$ cat config.mk
export PLATFORM = sky130hd
export DESIGN_NAME = fasta_sequence_parser_core
export DESIGN_NICKNAME = d
export VERILOG_FILES = /design/src/rtl/fsp_pkg.sv /design/src/rtl/fsp_parse.sv /design/src/rtl/fsp_outq.sv /design/src/rtl/fasta_sequence_parser_core.sv
export VERILOG_INCLUDE_DIRS = /design/src /design/src/rtl
export SDC_FILE = /design/constraint.sdc
export NUM_CORES = 1
export LEC_CHECK = 0
export BUFFER_PORTS_ARGS = -buffer_cell sky130_fd_sc_hd__buf_2
export CELL_PAD_IN_SITES_DETAIL_PLACEMENT = 1
export CELL_PAD_IN_SITES_GLOBAL_PLACEMENT = 1
export CORE_ASPECT_RATIO = 0.75
export CORE_MARGIN = 8
export CORE_UTILIZATION = 33
export CTS_CLUSTER_DIAMETER = 80
export DETAILED_ROUTE_END_ITERATION = 10
export HOLD_SLACK_MARGIN = 0.05
export PLACE_DENSITY = 0.68
export SLEW_MARGIN = 20
export SYNTH_ARGS = -nofsm -noshare
export SYNTH_HDL_FRONTEND = slang
export SYNTH_SLANG_ARGS = --single-unit
$ cat constraint.sdc
create_clock -name i_clk -period 6.8 [get_ports i_clk]
set_input_delay 0 -clock i_clk [delete_from_list [all_inputs] [get_ports i_clk]]
set_output_delay 0 -clock i_clk [all_outputs]
set_load 0.005 [all_outputs]
$ cat src/rtl/fasta_sequence_parser_core_assert.svh
// Assertion macros shared by the parser RTL.
// FSP_ASSERT_IMP: same-cycle implication. FSP_ASSERT_NXT: next-cycle implication.
`ifndef FASTA_SEQUENCE_PARSER_CORE_ASSERT_SVH
`define FASTA_SEQUENCE_PARSER_CORE_ASSERT_SVH

`ifndef SYNTHESIS
`define FSP_ASSERT_IMP(lbl, clk, rstn, ante, cons) \
    lbl: assert property (@(posedge clk) disable iff (!(rstn)) (ante) |-> (cons)) \
        else $error("assertion failed");
`define FSP_ASSERT_NXT(lbl, clk, rstn, ante, cons) \
    lbl: assert property (@(posedge clk) disable iff (!(rstn)) (ante) |=> (cons)) \
        else $error("assertion failed");
`else
`define FSP_ASSERT_IMP(lbl, clk, rstn, ante, cons)
`define FSP_ASSERT_NXT(lbl, clk, rstn, ante, cons)
`endif

`endif

$ cat src/rtl/fsp_pkg.sv
package fsp_pkg;

    // fixed result field widths
    localparam int POS_W  = 32;
    localparam int IDX_W  = 16;
    localparam int BYTE_W = 8;

    // result queue
    localparam int QDEPTH = 4;
    localparam int QPTR_W = 2;
    localparam int QCNT_W = 3;

    // config register indexes
    localparam logic CFG_REPLACE = 1'b0;
    localparam logic CFG_SEP     = 1'b1;

    localparam logic [7:0] CH_NL = 8'h0a;
    localparam logic [7:0] CH_GT = 8'h3e;
    localparam logic [7:0] CH_SP = 8'h20;
    localparam logic [7:0] CH_A  = 8'h61;
    localparam logic [7:0] CH_C  = 8'h63;
    localparam logic [7:0] CH_G  = 8'h67;
    localparam logic [7:0] CH_T  = 8'h74;
    localparam logic [7:0] SEP_RESET = 8'hff;

    typedef enum logic [1:0] {
        KIND_SEQ  = 2'd0,
        KIND_DESC = 2'd1,
        KIND_NEW  = 2'd2,
        KIND_END  = 2'd3
    } t_kind;

    typedef enum logic [1:0] {
        ST_OK     = 2'd0,
        ST_NO_SEQ = 2'd1,
        ST_EMPTY  = 2'd2
    } t_status;

    typedef struct packed {
        t_kind              kind;
        logic [BYTE_W-1:0]  symbol;
        logic [POS_W-1:0]   position;
        logic [POS_W-1:0]   desc_offset;
        logic [IDX_W-1:0]   seq_index;
        logic               has_separator;
        t_status            status;
        logic               last;
    } t_result;

    // write strobes from the parser into the result queue
    typedef struct packed {
        logic valid0;   // per-byte result
        logic valid1;   // end status, follows valid0 when both set
    } t_push;

    function automatic logic is_ws(input logic [7:0] b);
        logic r;
        r = (b == CH_SP) || (b inside {[8'd9:8'd13]});
        return r;
    endfunction

    function automatic logic [7:0] to_lower(input logic [7:0] b);
        logic [7:0] r;
        r = b;
        if (b inside {[8'h41:8'h5a]}) begin
            r = b + 8'h20;
        end
        return r;
    endfunction

    function automatic logic is_acgt(input logic [7:0] b);
        logic r;
        r = (b == CH_A) || (b == CH_C) || (b == CH_G) || (b == CH_T);
        return r;
    endfunction

endpackage

$ cat src/rtl/fsp_parse.sv
module fsp_parse #(
    parameter int POS_BITS   = 32,
    parameter int COUNT_BITS = 16
) (
    input  logic                  i_clk,
    input  logic                  i_rst_n,
    input  logic                  i_accept,
    input  logic [7:0]            i_byte,
    input  logic                  i_last,
    input  logic [7:0]            i_replace_char,
    input  logic [7:0]            i_separator,
    output fsp_pkg::t_push        o_push,
    output fsp_pkg::t_result      o_res0,
    output fsp_pkg::t_result      o_res1
);

    `include "fasta_sequence_parser_core_assert.svh"

    logic                  r_in_header, n_in_header;
    logic                  r_copying,   n_copying;
    logic [COUNT_BITS-1:0] r_count,     n_count;
    logic [POS_BITS-1:0]   r_seq_len,   n_seq_len;
    logic [POS_BITS-1:0]   r_desc_len,  n_desc_len;
    logic [POS_BITS-1:0]   r_hdr_start, n_hdr_start;
    logic                  res0_valid;
    logic                  ws;
    logic [7:0]            low;

    function automatic logic [POS_BITS-1:0] sat_pos(input logic [POS_BITS-1:0] v);
        logic [POS_BITS-1:0] r;
        r = (&v) ? v : v + {{(POS_BITS-1){1'b0}}, 1'b1};
        return r;
    endfunction

    function automatic logic [COUNT_BITS-1:0] sat_cnt(input logic [COUNT_BITS-1:0] v);
        logic [COUNT_BITS-1:0] r;
        r = (&v) ? v : v + {{(COUNT_BITS-1){1'b0}}, 1'b1};
        return r;
    endfunction

    function automatic logic [fsp_pkg::POS_W-1:0] pos_out(input logic [POS_BITS-1:0] v);
        logic [POS_BITS+fsp_pkg::POS_W-1:0] e;
        e = {{fsp_pkg::POS_W{1'b0}}, v};
        return e[fsp_pkg::POS_W-1:0];
    endfunction

    function automatic logic [fsp_pkg::IDX_W-1:0] cnt_out(input logic [COUNT_BITS-1:0] v);
        logic [COUNT_BITS+fsp_pkg::IDX_W-1:0] e;
        e = {{fsp_pkg::IDX_W{1'b0}}, v};
        return e[fsp_pkg::IDX_W-1:0];
    endfunction

    assign ws  = fsp_pkg::is_ws(i_byte);
    assign low = fsp_pkg::to_lower(i_byte);

    always_comb begin
        n_in_header = r_in_header;
        n_copying   = r_copying;
        n_count     = r_count;
        n_seq_len   = r_seq_len;
        n_desc_len  = r_desc_len;
        n_hdr_start = r_hdr_start;
        res0_valid  = 1'b0;
        o_res0      = '0;

        if (r_in_header) begin
            if (r_copying) begin
                res0_valid      = 1'b1;
                o_res0.kind     = fsp_pkg::KIND_DESC;
                o_res0.symbol   = ws ? fsp_pkg::CH_NL : i_byte;
                o_res0.position = pos_out(r_desc_len);
                n_desc_len      = sat_pos(r_desc_len);
                if (ws) begin
                    n_copying = 1'b0;
                end
            end
            if (i_byte == fsp_pkg::CH_NL) begin
                n_in_header = 1'b0;
            end
        end else if (i_byte == fsp_pkg::CH_GT) begin
            res0_valid      = 1'b1;
            o_res0.kind     = fsp_pkg::KIND_NEW;
            o_res0.position = pos_out(r_seq_len);
            n_hdr_start     = r_desc_len;
            n_count         = sat_cnt(r_count);
            // separator takes a sequence slot from the second record on
            if (r_count != '0) begin
                o_res0.symbol        = i_separator;
                o_res0.has_separator = 1'b1;
                n_seq_len            = sat_pos(r_seq_len);
            end
            n_in_header = 1'b1;
            n_copying   = 1'b1;
        end else if (!ws) begin
            res0_valid      = 1'b1;
            o_res0.kind     = fsp_pkg::KIND_SEQ;
            o_res0.symbol   = (i_replace_char != 8'h00 && !fsp_pkg::is_acgt(low)) ?
                              i_replace_char : low;
            o_res0.position = pos_out(r_seq_len);
            n_seq_len       = sat_pos(r_seq_len);
        end

        o_res0.desc_offset = pos_out(n_hdr_start);
        o_res0.seq_index   = cnt_out(n_count);
    end

    // end status sees the state left by the final byte
    always_comb begin
        o_res1             = '0;
        o_res1.kind        = fsp_pkg::KIND_END;
        o_res1.position    = pos_out(n_seq_len);
        o_res1.desc_offset = pos_out(n_desc_len);
        o_res1.seq_index   = cnt_out(n_count);
        o_res1.last        = 1'b1;
        if (n_count == '0) begin
            o_res1.status = fsp_pkg::ST_NO_SEQ;
        end else if (n_seq_len == '0) begin
            o_res1.status = fsp_pkg::ST_EMPTY;
        end else begin
            o_res1.status = fsp_pkg::ST_OK;
        end
    end

    assign o_push.valid0 = i_accept & res0_valid;
    assign o_push.valid1 = i_accept & i_last;

    always_ff @(posedge i_clk) begin
        if (!i_rst_n) begin
            r_in_header <= 1'b0;
            r_copying   <= 1'b0;
            r_count     <= '0;
            r_seq_len   <= '0;
            r_desc_len  <= '0;
            r_hdr_start <= '0;
        end else if (i_accept) begin
            if (i_last) begin
                r_in_header <= 1'b0;
                r_copying   <= 1'b0;
                r_count     <= '0;
                r_seq_len   <= '0;
                r_desc_len  <= '0;
                r_hdr_start <= '0;
            end else begin
                r_in_header <= n_in_header;
                r_copying   <= n_copying;
                r_count     <= n_count;
                r_seq_len   <= n_seq_len;
                r_desc_len  <= n_desc_len;
                r_hdr_start <= n_hdr_start;
            end
        end
    end

    `FSP_ASSERT_IMP(a_copy_in_hdr, i_clk, i_rst_n, r_copying, r_in_header)
    `FSP_ASSERT_NXT(a_last_clears, i_clk, i_rst_n, i_accept && i_last,
        r_count == '0 && !r_in_header && r_seq_len == '0 && r_desc_len == '0)
    `FSP_ASSERT_IMP(a_new_counts, i_clk, i_rst_n,
        o_push.valid0 && o_res0.kind == fsp_pkg::KIND_NEW, n_count != '0)

endmodule

$ cat src/rtl/fsp_outq.sv
module fsp_outq (
    input  logic             i_clk,
    input  logic             i_rst_n,
    input  fsp_pkg::t_push   i_push,
    input  fsp_pkg::t_result i_res0,
    input  fsp_pkg::t_result i_res1,
    output logic             o_full,
    output logic             o_valid,
    input  logic             i_stall,
    output fsp_pkg::t_result o_head
);

    `include "fasta_sequence_parser_core_assert.svh"

    fsp_pkg::t_result                r_q [fsp_pkg::QDEPTH];
    logic [fsp_pkg::QPTR_W-1:0]      r_wr_ptr, r_rd_ptr;
    logic [fsp_pkg::QCNT_W-1:0]      r_count,  n_count;
    logic [fsp_pkg::QPTR_W-1:0]      wr_ptr1;
    logic [fsp_pkg::QCNT_W-1:0]      push_n;
    logic                            pop;

    // room for two entries is kept so any byte can be taken
    assign o_full  = r_count > fsp_pkg::QCNT_W'(fsp_pkg::QDEPTH - 2);
    assign o_valid = r_count != '0;
    assign o_head  = r_q[r_rd_ptr];
    assign pop     = o_valid & ~i_stall;
    assign push_n  = fsp_pkg::QCNT_W'(i_push.valid0) + fsp_pkg::QCNT_W'(i_push.valid1);
    assign wr_ptr1 = r_wr_ptr + fsp_pkg::QPTR_W'(i_push.valid0);
    assign n_count = r_count + push_n - fsp_pkg::QCNT_W'(pop);

    always_ff @(posedge i_clk) begin
        if (i_push.valid0) begin
            r_q[r_wr_ptr] <= i_res0;
        end
        if (i_push.valid1) begin
            r_q[wr_ptr1] <= i_res1;
        end
    end

    always_ff @(posedge i_clk) begin
        if (!i_rst_n) begin
            r_wr_ptr <= '0;
            r_rd_ptr <= '0;
            r_count  <= '0;
        end else begin
            r_wr_ptr <= r_wr_ptr + push_n[fsp_pkg::QPTR_W-1:0];
            r_rd_ptr <= r_rd_ptr + fsp_pkg::QPTR_W'(pop);
            r_count  <= n_count;
        end
    end

    `FSP_ASSERT_IMP(a_no_overflow, i_clk, i_rst_n, 1'b1,
        r_count <= fsp_pkg::QCNT_W'(fsp_pkg::QDEPTH))
    `FSP_ASSERT_IMP(a_push_room, i_clk, i_rst_n, i_push.valid0 || i_push.valid1,
        r_count <= fsp_pkg::QCNT_W'(fsp_pkg::QDEPTH - 2))
    `FSP_ASSERT_NXT(a_pop_drains, i_clk, i_rst_n,
        !i_push.valid0 && !i_push.valid1 && pop,
        r_count == $past(r_count) - fsp_pkg::QCNT_W'(1))

endmodule

$ cat src/rtl/fasta_sequence_parser_core.sv
// Multi-FASTA stream parser. File bytes enter one per request on the input
// channel, with i_in_last on the final byte; parsed results leave one per
// request on the output channel. A '>' outside a header opens a new record
// (kind 2, with the separator from the second record on), the header word
// up to the first whitespace comes out as description bytes ending in a
// newline (kind 1), the rest of the header line is dropped, and every other
// non-whitespace byte is lowercased and optionally replaced (kind 0). After
// the final byte an end status (kind 3, o_last high) follows, and all parse
// state returns to reset so the next byte starts a new file. Throughput is
// one byte per clock while o_in_stall is low; each accepted byte is parsed
// and its results go into a 4-entry result queue. A byte makes at most one
// result except the final byte, which can make two: one extra result per file.
// o_in_stall rises when the queue holds more than two results: when the
// output side stalls, or when final bytes come so close together that their
// extra status results pile up faster than one result per clock drains them.
// Config writes (index 0 replace char, index 1 separator) are always ready
// and should be made while idle.
module fasta_sequence_parser_core #(
    parameter int POS_BITS   = 32,
    parameter int COUNT_BITS = 16
) (
    input  logic        i_clk,
    input  logic        i_rst_n,
    // byte input
    input  logic        i_in_valid,
    output logic        o_in_stall,
    input  logic [7:0]  i_in_byte,
    input  logic        i_in_last,
    // result output
    output logic        o_out_valid,
    input  logic        i_out_stall,
    output logic [1:0]  o_kind,
    output logic [7:0]  o_symbol,
    output logic [31:0] o_position,
    output logic [31:0] o_desc_offset,
    output logic [15:0] o_seq_index,
    output logic        o_has_separator,
    output logic [1:0]  o_status,
    output logic        o_last,
    // config write
    input  logic        i_cfg_valid,
    output logic        o_cfg_ready,
    input  logic        i_cfg_index,
    input  logic [7:0]  i_cfg_data
);

    logic [7:0]       r_replace_char;
    logic [7:0]       r_separator;
    logic             in_accept;
    logic             q_full;
    fsp_pkg::t_push   push;
    fsp_pkg::t_result res0, res1, head;

    assign o_cfg_ready = 1'b1;
    assign o_in_stall  = q_full;
    assign in_accept   = i_in_valid & ~q_full;

    always_ff @(posedge i_clk) begin
        if (!i_rst_n) begin
            r_replace_char <= 8'h00;
            r_separator    <= fsp_pkg::SEP_RESET;
        end else if (i_cfg_valid && o_cfg_ready) begin
            case (i_cfg_index)
                fsp_pkg::CFG_REPLACE: r_replace_char <= i_cfg_data;
                fsp_pkg::CFG_SEP:     r_separator    <= i_cfg_data;
                default:              r_separator    <= r_separator;
            endcase
        end
    end

    // combinational parse of the accepted byte
    fsp_parse #(
        .POS_BITS   (POS_BITS),
        .COUNT_BITS (COUNT_BITS)
    ) u_parse (
        .i_clk          (i_clk),
        .i_rst_n        (i_rst_n),
        .i_accept       (in_accept),
        .i_byte         (i_in_byte),
        .i_last         (i_in_last),
        .i_replace_char (r_replace_char),
        .i_separator    (r_separator),
        .o_push         (push),
        .o_res0         (res0),
        .o_res1         (res1)
    );

    // result queue, decouples output stall from byte intake
    fsp_outq u_outq (
        .i_clk   (i_clk),
        .i_rst_n (i_rst_n),
        .i_push  (push),
        .i_res0  (res0),
        .i_res1  (res1),
        .o_full  (q_full),
        .o_valid (o_out_valid),
        .i_stall (i_out_stall),
        .o_head  (head)
    );

    assign o_kind          = head.kind;
    assign o_symbol        = head.symbol;
    assign o_position      = head.position;
    assign o_desc_offset   = head.desc_offset;
    assign o_seq_index     = head.seq_index;
    assign o_has_separator = head.has_separator;
    assign o_status        = head.status;
    assign o_last          = head.last;

endmodule

======== Yosys cells after proc, flatten, opt, wreduce, memory -nomap -nowiden ========
Memory sizes are Yosys's and may differ from the RTL's. A register that Yosys moved wholly into a read port is not among the register bits.
Cells that the tools add are included.
operators by class
  eq/ne operators ......................... 7
  add/sub/neg operators ................... 10
  multiplexer cells ....................... 47
  bitwise logic cells ..................... 7
  order comparisons ....................... 5
  reductions and logical operators ........ 20
operators by type and width
  operator                 number
  $mux W32                 13
  $mux W42                 2
  $add A32 B1 Y32 const B  2
  $mux W16                 4
  $reduce_and A32 Y1       2
  $mux W41                 1
  $mux W40                 1
  $eq A8 B7 Y1 const B     4
  $logic_not A32 Y1        1
  $mux W8                  4
  $mux W1                  19
  $add A16 B1 Y16 const B  1
  $eq A8 B6 Y1 const B     2
  $logic_not A16 Y1        1
  $reduce_and A16 Y1       1
  $reduce_bool A16 Y1      1
  $add A8 B6 Y8 const B    1
  $eq A8 B4 Y1 const B     1
  $ge A8 B4 Y1 const B     1
  $ge A8 B7 Y1 const B     1
  $le A8 B4 Y1 const B     1
  $le A8 B7 Y1 const B     1
  $reduce_bool A8 Y1       1
  $mux W2                  3
  13 further kinds         27
word-level totals
  memories ................................ 1
  input bits .............................. 23
  output and inout port bits .............. 97
  word-level logic and storage cells ...... 108
  flip-flop bits (word level) ............. 137
  RAM bits ................................ 376
memory list
  memory      depth  bits a word  read ports  clocked after memory_dff  write ports  line            source
  u_outq.r_q  4      94           1           1                         2            fsp_outq.sv:15  fsp_pkg::t_result r_q [fsp_pkg::QDEPTH];

======== Depth between registers and ports, before layout ========
  depth in word-level cells ............... 13
  depth in mapped cells ................... 14
  depth with buffers taken out ............ 11

======== Hierarchy ========
Synthesis repeated with hierarchy kept, for this count alone.
second synthesis, totals
  cell total of the unflattened synthesis .. 2200
  area total of the unflattened synthesis .. 27757.9 µm²
by module, submodules not included
  module                      times used  sequential area each (µm²)  area each (µm²)  cells each
  fsp_outq                    1           11431.0                     18715.4          960
  fsp_parse                   1           2282.2                      8316.7           1165
  fasta_sequence_parser_core  1           320.3                       725.7            75

======== Worst setup path before layout ========
OpenSTA, ideal clock, no wires.
  path type ............................... register -> register
  start point ............................. reg u_parse.r_in_header
  end point ............................... mem u_outq.r_q[2][10] (netlist name) (enable)
  period minus slack after synthesis ...... 4.565 ns
  library setup time ...................... 0.435 ns
  arrival time ............................ 4.129 ns
  cell stages (with the launch flop) ...... 10
  path buffers ............................ 3
  data required time ...................... 6.365 ns
  slack ................................... 2.235 ns
  path through ............................ dfxtp_1 clkbuf_1 nand2_1 clkbuf_1 a21oi_1 ha_1 nor3_1 nor2_1 clkbuf_1 inv_1
RTL lines
  what                    line              source
  from (decl)             fsp_parse.sv:19   logic r_in_header, n_in_header;
  from (signal assigned)  fsp_parse.sv:144  r_in_header <= n_in_header;
  to (decl)               fsp_outq.sv:15

==> results_dict.tcl <==
set metrics [dict create \
    status "finished, final reports clean" \
    dp_cells 3630 \
    avgSynthCellArea_um2 10.2 \
    ys_seq_elements 513 \
    cts_buffer_depth 3 \
    grt_usage_pct 21.4 \
    synthFlopType "edfxtp_1" \
    hold_viol_final 0 \
    cts_setup_buffers 0 \
    drc 0 \
    synth_compound_area_share_pct 16.4 \
    detail-route-antenna-nets 0 \
    cts_resized 0 \
    arrival_ns 5.72 \
    powerDensity_nw_per_um2 343 \
    synth_top_area_share_pct 36.3 \
    initial_core_util_pct 33.1 \
    grt_setup_unrepaired "false" \
    yosys.area.top_type "edfxtp_1" \
    place_area_um2 28500 \
    relSlewSlack_pct 23.2 \
    fin_crit_sh_pct 78.6 \
    startpoint_type "flop" \
    first_pass_iters 8 \
    syn_nets 2691 \
    cts-root-buf "clkbuf_16" \
    overflow 0 \
    total_power_w 0.0106 \
    netlist_area_um2 27100 \
    clock-sinks 513 \
    muxShareOfSynthArea_pct 8.58 \
    crit_required_ns 7.17 \
    syn2layout_area_growth_pct 13.4 \
    seq_power_share_pct 41.8 \
    path_cells "inv_1 > nand3_1 > a21oi_1 > ha_1 > inv_1 > nand4_1 > buf_4 > buf_4 > o21ai_0 > a222oi_1 > inv_1" \
    seq_area_frac_synth_pct 50.0 \
    crit_fanout 84 \
    finalCriticalPeriod_ns 5.35 \
    grt_max_degree 85 \
    h-tree-depth 2 \
    worstSetupEndpointType "flop" \
    coreArea_um2 81900 \
    grt_pass1_wl_um 153000 \
    swShare_pct 33.7 \
    tns_ns 0 \
    synth.area.top_cells "edfxtp_1 36%, dfxtp_1 14%, mux4_2 7.8%, o21ai_0 5.8%, nand3_1 3.7%" \
    p_leak_nw 9.52 \
    clock-skew-final_ns 0.0270 \
    final_core_util_pct 37.6 \
    row_count 91 \
    path_delay_family "buffers and inverters" \
    io_buffers 118 \
    vias 23119 \
    crit_buf_inv 5 \
    ios 120 \
    critPathMostFrequentCell "inv_1" \
    switchingPower_w 0.00356 \
    crit_path_max_incr_delay_ns 0.96 \
    ctsHoldBuffers 34 \
    cp_slowest_cell "dfxtp_1" \
    clkPwrFrac_pct 29.9 \
    clock_latency_ns 0.64 \
    drt_iter0_markers 2420 \
    pwr-share-comb_pct 28.2 \
    max_freq_mhz 187 \
    vdd_drop_max_v 0.000364 \
    gp_congestion 0.883 \
    final_max_slew_viol_count 0 \
    hpwlAfterDp_um 64500 \
    crit_type "reg -> reg" \
    wl_per_cell_um 26.9 \
    synth_top_family_by_area "simple AND/OR/NAND/NOR gates" \
    totalWireLength_um 102000 \
    final_nets 2688 \
    synthArstFlopShare_pct 0 \
    max_slew.worst_pin.slew_ns 1.15 \
    antenna_found_initial 7 \
    hold_path.class "in -> reg" \
    syn-instance-count 2655 \
    synth-simple-area-share_pct 17.8 \
    cap_violations 0 \
    synth_fa_ha_area_share_pct 0.627 \
    drive_gt1_share_pct 15.2 \
    synth-xor-area-share_pct 2.22 \
    via_per_inst 6.13 \
    cts_made_buffers 55 \
    design_area_um2 30800 \
    grt_pass1_vias 23942 \
    fin_cells 3770 \
    ys.warnings.count 0 \
    fp.dieW_um 347 \
    cts_tree "built" \
    p_int_w 0.00700 \
    yosysUniqueCellTypes 80 \
    setup_viol 0 \
    synth_edf_count 328 \
    cts.clk_slew.worst_paths_ns 0.06 \
    dieArea_um2 91700 \
    die_h_um 264 \
]
synthesized netlist by cell type, types with 36 or more instances:
cell	number
a22oi_1	59
mux4_2	94
inv_1	37
a21oi_1	45
xnor2_1	50
edfxtp_1	328
a221o_1	37
and2_1	52
nor2_1	218
dfxtp_1	185
nor2b_1	73
nand2_1	226
o221ai_1	39
clkbuf_1	219
o21ai_0	315
nand3_1	203
nor4_1	36
layer usage:
| layer | track usage (%) | routed length, um | vias up |
|---|---|---|---|
| li1 | - | - | 9990 |
| met1 | 29.6 | 44100 | 11965 |
| met2 | 34.3 | 47000 | 988 |
| met3 | 4.35 | 8370 | 168 |
| met4 | 5.52 | 2040 | 8 |
| met5 | 0 | 41 | - |
worst register-to-register path: stages, from the launching register on:
cell and delay, ns:
dfxtp_1 0.96, inv_1 0.58, nand3_1 0.56, a21oi_1 0.30, ha_1 0.48, inv_1 0.14, nand4_1 0.13, buf_4 0.39
buf_4 0.92, o21ai_0 0.24, a222oi_1 0.31, inv_1 0.08
kinds of logic after synthesis:
logic type                 after synthesis
AOI/OAI and AO/OA                      681
xor gates and xnor gates                67
adders and majority gates               13
buffers and inverters                  302
DFF                                    513
muxes                                  115
other                                    1
and+or+nand+nor                        963
power groups by stage:
stage | Combinational [W] | Clock [W] | Sequential, W
4_1_cts | 0.00303 | 0.00320 | 0.00442
5_1_grt | 0.00320 | 0.00331 | 0.00449
3_3_place_gp | 0.00293 | 0 | 0.00443
2_1_floorplan | 0.00171 | 0 | 0.00431
6_report | 0.00298 | 0.00316 | 0.00442
3_5_place_dp | 0.00300 | 0 | 0.00448
final timing paths:
path / start / end / slack, ns / cells after the start
worst max-delay path: u_parse.r_in_header$_SDFFE_PN0P_ / u_outq.r_q[0][46]$_DFFE_PP_ / 1.45 / 11
worst min-delay path: i_cfg_valid / r_replace_char[6]$_SDFFE_PN0P_ / 0.09 / 4
worst max register to register: u_parse.r_in_header$_SDFFE_PN0P_ / u_outq.r_q[0][46]$_DFFE_PP_ / 1.45 / 11
worst min register to register: u_outq.r_q[3][0]$_SDFFE_PP1P_ / u_outq.r_q[3][0]$_SDFFE_PP1P_ / 0.44 / 2
cell type report:
class	instances	area, um2
tap	1069	1340
sequential	513	13600
timing repair buffer	205	1410
antenna	2	5.00
clock inverter	31	319
inverter	37	144
clock buffer	73	1540
multi-input combinational	1840	12400
fill	8998	51100
per-stage QoR:
stage | hold slack [ns] | setup slack (ns)
2_1_floorplan | 0.124 | 2.24
3_3_place_gp | 0.233 | 1.81
3_5_place_dp | 0.234 | 1.58
4_1_cts | 0.0635 | 1.55
5_1_grt | 0.118 | 1.15
6_report | 0.0857 | 1.45
layout by cell type (no fill, tap or decap), types with 48 or more instances in the layout:
cell,count
edfxtp_1,328
mux4_2,94
dfxtp_1,183
buf_4,48
nand2_1,224
xnor2_1,50
nor2b_1,73
nand3_1,202
a22oi_1,59
buf_2,117
clkbuf_16,56
o21ai_0,315
and2_1,51
nor2_1,215
registers in the layout, summed over array words and instances (netlist names):
| signal | cells |
|---|---|
| r_replace_char | 8 |
| r_separator | 8 |
| u_outq.r_count | 3 |
| u_outq.r_q | 376 |
| u_outq.r_rd_ptr | 2 |
| u_outq.r_wr_ptr | 2 |
| u_parse.r_copying | 1 |
| u_parse.r_count | 16 |
| u_parse.r_desc_len | 32 |
| u_parse.r_hdr_start | 32 |
| u_parse.r_in_header | 1 |
| u_parse.r_seq_len | 32 |
Power figures use the tool's default switching activity.
